File: src/rtl/mcg_pkg.sv
// mcg_pkg: shared widths, constants, lookup tables and types for the month calendar grid
`timescale 1ns / 1ps

package mcg_pkg;

  localparam int YEAR_W  = 14;
  localparam int MONTH_W = 4;
  localparam int DAY_W   = 5;
  localparam int ROW_W   = 3;
  localparam int COL_W   = 3;
  localparam int YY_W    = 15;  // year plus one 400-year cycle
  localparam int W_W     = 15;  // weekday sum before mod 7
  localparam int CELL_W  = 6;   // cell index 0..41

  localparam logic [COL_W-1:0] NO_COLUMN = 3'd7;
  localparam logic [2:0]       SUNDAY_IDX = 3'd6;   // Sunday in Monday-first order

  // reciprocal for divide by 100: q = (x * RECIP_100) >> SHIFT_100, exact for x < 43690
  localparam logic [15:0] RECIP_100 = 16'd41944;
  localparam int          SHIFT_100 = 22;
  // reciprocal for divide by 7: q = (x * RECIP_7) >> SHIFT_7, exact for x < 43690
  localparam logic [15:0] RECIP_7   = 16'd37450;
  localparam int          SHIFT_7   = 18;

  localparam logic [YY_W-1:0] CYCLE_400 = 15'd400;

  localparam logic [MONTH_W-1:0] MONTH_FEB = 4'd2;
  localparam logic [MONTH_W-1:0] MONTH_MAR = 4'd3;

  // grid info for one month, handed from the date pipe to the row emitter
  typedef struct packed {
    logic [2:0]       start;   // Monday-first column of the 1st
    logic [DAY_W-1:0] ndays;
    logic [ROW_W-1:0] weeks;
    logic [DAY_W-1:0] hl_day;
    logic             bad;
  } mcg_grid_t;

  // weekday table offset, month 1..12
  function automatic logic [2:0] sak_offset(input logic [MONTH_W-1:0] m);
    logic [2:0] r;
    begin
      case (m)
        4'd1:    r = 3'd0;
        4'd2:    r = 3'd3;
        4'd3:    r = 3'd2;
        4'd4:    r = 3'd5;
        4'd5:    r = 3'd0;
        4'd6:    r = 3'd3;
        4'd7:    r = 3'd5;
        4'd8:    r = 3'd1;
        4'd9:    r = 3'd4;
        4'd10:   r = 3'd6;
        4'd11:   r = 3'd2;
        4'd12:   r = 3'd4;
        default: r = 3'd0;
      endcase
      return r;
    end
  endfunction

  // month length in a common year
  function automatic logic [DAY_W-1:0] month_len(input logic [MONTH_W-1:0] m);
    logic [DAY_W-1:0] r;
    begin
      case (m)
        4'd2:                     r = 5'd28;
        4'd4, 4'd6, 4'd9, 4'd11:  r = 5'd30;
        default:                  r = 5'd31;
      endcase
      return r;
    end
  endfunction

endpackage

File: src/rtl/mcg_rows.sv
// mcg_rows: walks one month grid row by row into a registered output beat
`timescale 1ns / 1ps

module mcg_rows import mcg_pkg::*; (
  input  logic             clk,
  input  logic             rst_n,
  input  logic             up_valid,
  output logic             up_ready,
  input  mcg_grid_t        up_grid,
  output logic             out_valid,
  input  logic             out_ready,
  output logic [ROW_W-1:0] out_week_row,
  output logic [DAY_W-1:0] out_days [7],
  output logic [COL_W-1:0] out_hl_col,
  output logic             out_bad,
  output logic             out_last
);

  logic             em_v_r;
  mcg_grid_t        em_grid_r;
  logic [ROW_W-1:0] row_r;

  logic             out_v_r;
  logic [ROW_W-1:0] week_row_r;
  logic [DAY_W-1:0] days_r [7];
  logic [COL_W-1:0] hl_col_r;
  logic             bad_r;
  logic             last_r;

  logic             out_load;
  logic             is_last;
  logic             em_can;
  logic [CELL_W-1:0] base;
  logic [CELL_W-1:0] cell_idx;
  logic [CELL_W-1:0] stop;
  logic [CELL_W-1:0] day_full;
  logic [DAY_W-1:0] days_nxt [7];
  logic [COL_W-1:0] hl_col_nxt;

  assign out_load = em_v_r && (!out_v_r || out_ready);
  assign is_last  = (row_r == em_grid_r.weeks - 3'd1);
  assign em_can   = !em_v_r || (out_load && is_last);
  assign up_ready = em_can;

  // emitter state: current grid and row index
  always_ff @(posedge clk) begin
    if (!rst_n) begin
      em_v_r <= 1'b0;
      out_v_r <= 1'b0;
    end else begin
      if (em_can) em_v_r <= up_valid;
      if (out_load)       out_v_r <= 1'b1;
      else if (out_ready) out_v_r <= 1'b0;
    end
  end

  always_ff @(posedge clk) begin
    if (em_can && up_valid) begin
      em_grid_r <= up_grid;
      row_r     <= '0;
    end else if (out_load) begin
      row_r     <= row_r + 3'd1;
    end
  end

  // day numbers of the current row and the highlight column
  always_comb begin
    base       = {row_r, 3'b0} - {3'b0, row_r};
    stop       = {3'b0, em_grid_r.start} + {1'b0, em_grid_r.ndays};
    hl_col_nxt = NO_COLUMN;
    cell_idx   = '0;
    day_full   = '0;
    for (int c = 0; c < 7; c++) begin
      cell_idx = base + CELL_W'(c);
      day_full = cell_idx - {3'b0, em_grid_r.start} + 6'd1;
      if (!em_grid_r.bad && (cell_idx >= {3'b0, em_grid_r.start}) && (cell_idx < stop)) begin
        days_nxt[c] = day_full[DAY_W-1:0];
      end else begin
        days_nxt[c] = '0;
      end
      if ((days_nxt[c] != '0) && (days_nxt[c] == em_grid_r.hl_day)) begin
        hl_col_nxt = COL_W'(c);
      end
    end
  end

  // output beat register
  always_ff @(posedge clk) begin
    if (out_load) begin
      week_row_r <= row_r;
      days_r     <= days_nxt;
      hl_col_r   <= hl_col_nxt;
      bad_r      <= em_grid_r.bad;
      last_r     <= is_last;
    end
  end

  assign out_valid    = out_v_r;
  assign out_week_row = week_row_r;
  assign out_days     = days_r;
  assign out_hl_col   = hl_col_r;
  assign out_bad      = bad_r;
  assign out_last     = last_r;

endmodule

File: config.mk
export PLATFORM = sky130hd
export DESIGN_NAME = mcg_rows
export DESIGN_NICKNAME = d
export VERILOG_FILES = /design/src/rtl/mcg_pkg.sv /design/src/rtl/mcg_rows.sv
export SDC_FILE = /design/constraint.sdc
export NUM_CORES = 1
export LEC_CHECK = 0
export BUFFER_PORTS_ARGS = -buffer_cell sky130_fd_sc_hd__buf_4
export CAP_MARGIN = 20
export CORE_UTILIZATION = 60
export DETAILED_ROUTE_END_ITERATION = 8
export GPL_TIMING_DRIVEN = 0
export PLACE_DENSITY = 0.79
export SKIP_LAST_GASP = 1
export SYNTH_ARGS = -nofsm -noshare
export SYNTH_HDL_FRONTEND = slang
export SYNTH_SLANG_ARGS = --single-unit
File: constraint.sdc
create_clock -name clk -period 6.89 [get_ports clk]
set_clock_uncertainty 0.1 [all_clocks]
set_input_delay 0.3445 -clock clk [delete_from_list [all_inputs] [get_ports clk]]
set_output_delay 0.3445 -clock clk [all_outputs]
set_load 0.01 [all_outputs]
==> results.tsv <==
metric	value	unit
status	completed	
Critical Path Sink Type	flop	
Final period util	88.1	%
die footprint	10000	µm²
VDD IR max	0.189	mV
GP Congestion	0.941	
CTS Buffer Depth	2	
count leader, synth	ha_1	
Post-Syn Area	5760	µm²
Post-synth EDFFs	60	
GRT Total Usage	27.7	%
Die Y	100	µm
ANT cells	0	
Sw Share	47.2	%
Die W	100	µm
max_slew headroom	35.7	%
Routed Antenna Nets	0	
# setup viols final	0	
htree depth	3	
CP arrival	6.09	ns
core area	9280	µm²
crit path time final	6.07	ns
Setup Buffers After CTS	0	
fin util	71.7	%
row count	35	
number of max-cap violations	0	
Slew @ Worst Pin	0.957	ns
Starting Density	62.1	%
Inst Count DP	752	
Nets	757	
Routed WL per cell	17.0	µm
Int Pwr	1760	µW
first-pass GRT wire length	21200	µm
I/O pin count	66	
Final TNS setup	0	ns
CP startpoint kind	flop	
RSZ-0062 raised after global routing	no	
Comb pwr share	71.0	%
DRT Wirelength	13100	µm
ys flop type	edfxtp_1	
via count	4410	
drt drc	0	
I/O Buffers	65	
number of global-route vias before repair	4370	
post-synthesis sequential area ratio	33.0	%
Final Max Slew Viols	0	
WS Path Type	reg -> reg	
Synth Instances	557	
initial drt markers	232	
Area Growth Syn to Fin	15.5	%
pwr dens	499	nW/µm²
Final Hold Viols	0	
post-cts resize count	0	
Via-to-Cell Ratio	5.74	
CTS sink count	65	
drt first pass iters	6	
Ys Warns	0	
commonest cells in the netlist	ha_1, edfxtp_1, inv_1	
clock power share	11.1	%
pin count of the biggest net entering global routing	40	
syn_area_per_cell	10.3	µm²
Min Hold Slack	0.0463	ns
hold_buf cts	0	
Static Leak	0.00299	µW
Distinct cells, synth	77	
#FFs+latches synth	65	
Flop pwr share	17.8	%
remaining global-route overflow	0	
syn_nets	680	
fmax	0.165	GHz
clock slew at the register clock pins of the worst setup and hold paths	0.09	ns
layout cells sized above 1	18.3	%
Post-synth ARST share	0	%
post-synth top area share	31.3	%
Synth area leader	edfxtp_1	
dominant cells by area after synthesis	edfxtp_1, ha_1, xnor2_1	
Root Driver	clkbuf_8	
final cell count without fillers	768	
Critical Path RT	6.91	ns
P_sw	1570	µW
initial antenna violation count	0	
crit-path max FO	10	
CTS buffer count	9	
final worst slack	0.820	ns
Clk Latency, worst-skew pair	0.36	ns
HP Class	in -> reg	
worst slack, placed	0.901	ns
TritonCTS clock tree	built	
dpl hpwl	10000	µm
-- path summary, 6_finish.rpt --
check / startpoint / endpoint / slack [ns] / cells past startpoint
worst max-delay path: row_r[0]$_SDFFE_PP0P_ / out_hl_col[1]$_SDFFCE_PP1P_ / 0.82 / 22
worst min-delay path: up_grid[11] / em_grid_r[11]$_DFFE_PP_ / 0.05 / 1
worst max register to register: row_r[0]$_SDFFE_PP0P_ / out_hl_col[1]$_SDFFCE_PP1P_ / 0.82 / 22
worst min register to register: row_r[1]$_SDFFE_PP0P_ / out_week_row[1]$_DFFE_PP_ / 0.40 / 0
-- worst max-delay path: stages, from the launching register on --
cell	delay [ns]
dfxtp_1	0.59
buf_6	0.21
buf_6	0.16
inv_1	0.15
ha_1	0.23
buf_6	0.14
nand2b_1	0.13
nand2_1	0.24
inv_1	0.34
ha_1	0.20
clkbuf_1	0.28
a21oi_1	0.10
xnor2_1	0.46
ha_1	0.35
a21o_1	0.16
a211o_1	0.29
a221oi_1	0.40
o31ai_4	0.23
nor2_1	0.27
o21ai_0	0.14
nor3_1	0.36
a41oi_2	0.09
a31o_1	0.20
-- registers in the layout, indices dropped and copies added, names as in the netlist --
signal        flops
out_week_row      3
out_last          1
em_v_r            1
out_hl_col        3
out_days         35
em_grid_r        17
row_r             3
out_bad           1
out_valid         1
-- per-layer routing --
metal	wire length (µm)	share of wire, %	global-route usage [%]
met1	5500	42	34.1
met4	600	4.6	16.8
met3	689	5.3	4.39
met2	6260	48	46.1
met5	0	0	0
-- cell families after synthesis --
| logic type | count (synthesis) | synth area share, % |
|---|---|---|
| AO/OA/AOI/OAI | 121 | 16.5 |
| XOR/XNOR | 55 | 9.20 |
| adder cells (fa/ha/maj) | 102 | 23.2 |
| buffers and inverters | 77 | 5.77 |
| flip-flops | 65 | 33.0 |
| multiplexers | 7 | 1.35 |
| AND/OR/NAND/NOR | 130 | 11.0 |
-- stage by stage --
| step | cell area [µm²] | total power (µW) |
|---|---|---|
| after global placement | 6410 | 2820 |
| after CTS | 6660 | 3310 |
| after floorplan | 5760 | 2350 |
| final | 6660 | 3320 |
| after detailed placement | 6440 | 2920 |
| after global routing | 6660 | 3610 |
-- placed cells by master (no fill, tap or decap), drive strengths merged, types with 5 or more instances in the layout --
cell type	instances
or3	7
o21ai	27
a21oi	28
nor3	6
ha	94
buf	73
xnor2	32
edfxtp	60
nand2b	5
clkbuf	19
dfxtp	5
nand3	6
and2	13
nand2	20
a21o	9
nor2	52
o211ai	5
o21bai	5
xor2	23
nor2b	8
fa	8
inv	61
o21a	6
-- layout make-up --
cell class / instances / area [µm²]
Buffer: 17 / 103
Fill cell: 706 / 2630
Sequential cell: 65 / 1900
Clock inverter: 7 / 93.8
Timing Repair Buffer: 66 / 508
Tap cell: 129 / 161
Clock buffer: 9 / 124
Multi-Input combinational cell: 415 / 3540
Inverter: 60 / 230
-- power groups by stage --
stage | Sequential [µW] | Clock (µW) | Combinational [µW]
after detailed placement | 603 | 0 | 2310
after global routing | 601 | 387 | 2620
after global placement | 601 | 0 | 2220
after floorplan | 633 | 0 | 1720
final | 593 | 370 | 2360
after CTS | 594 | 374 | 2340
Note: power is estimated with default switching activity, not from simulation.
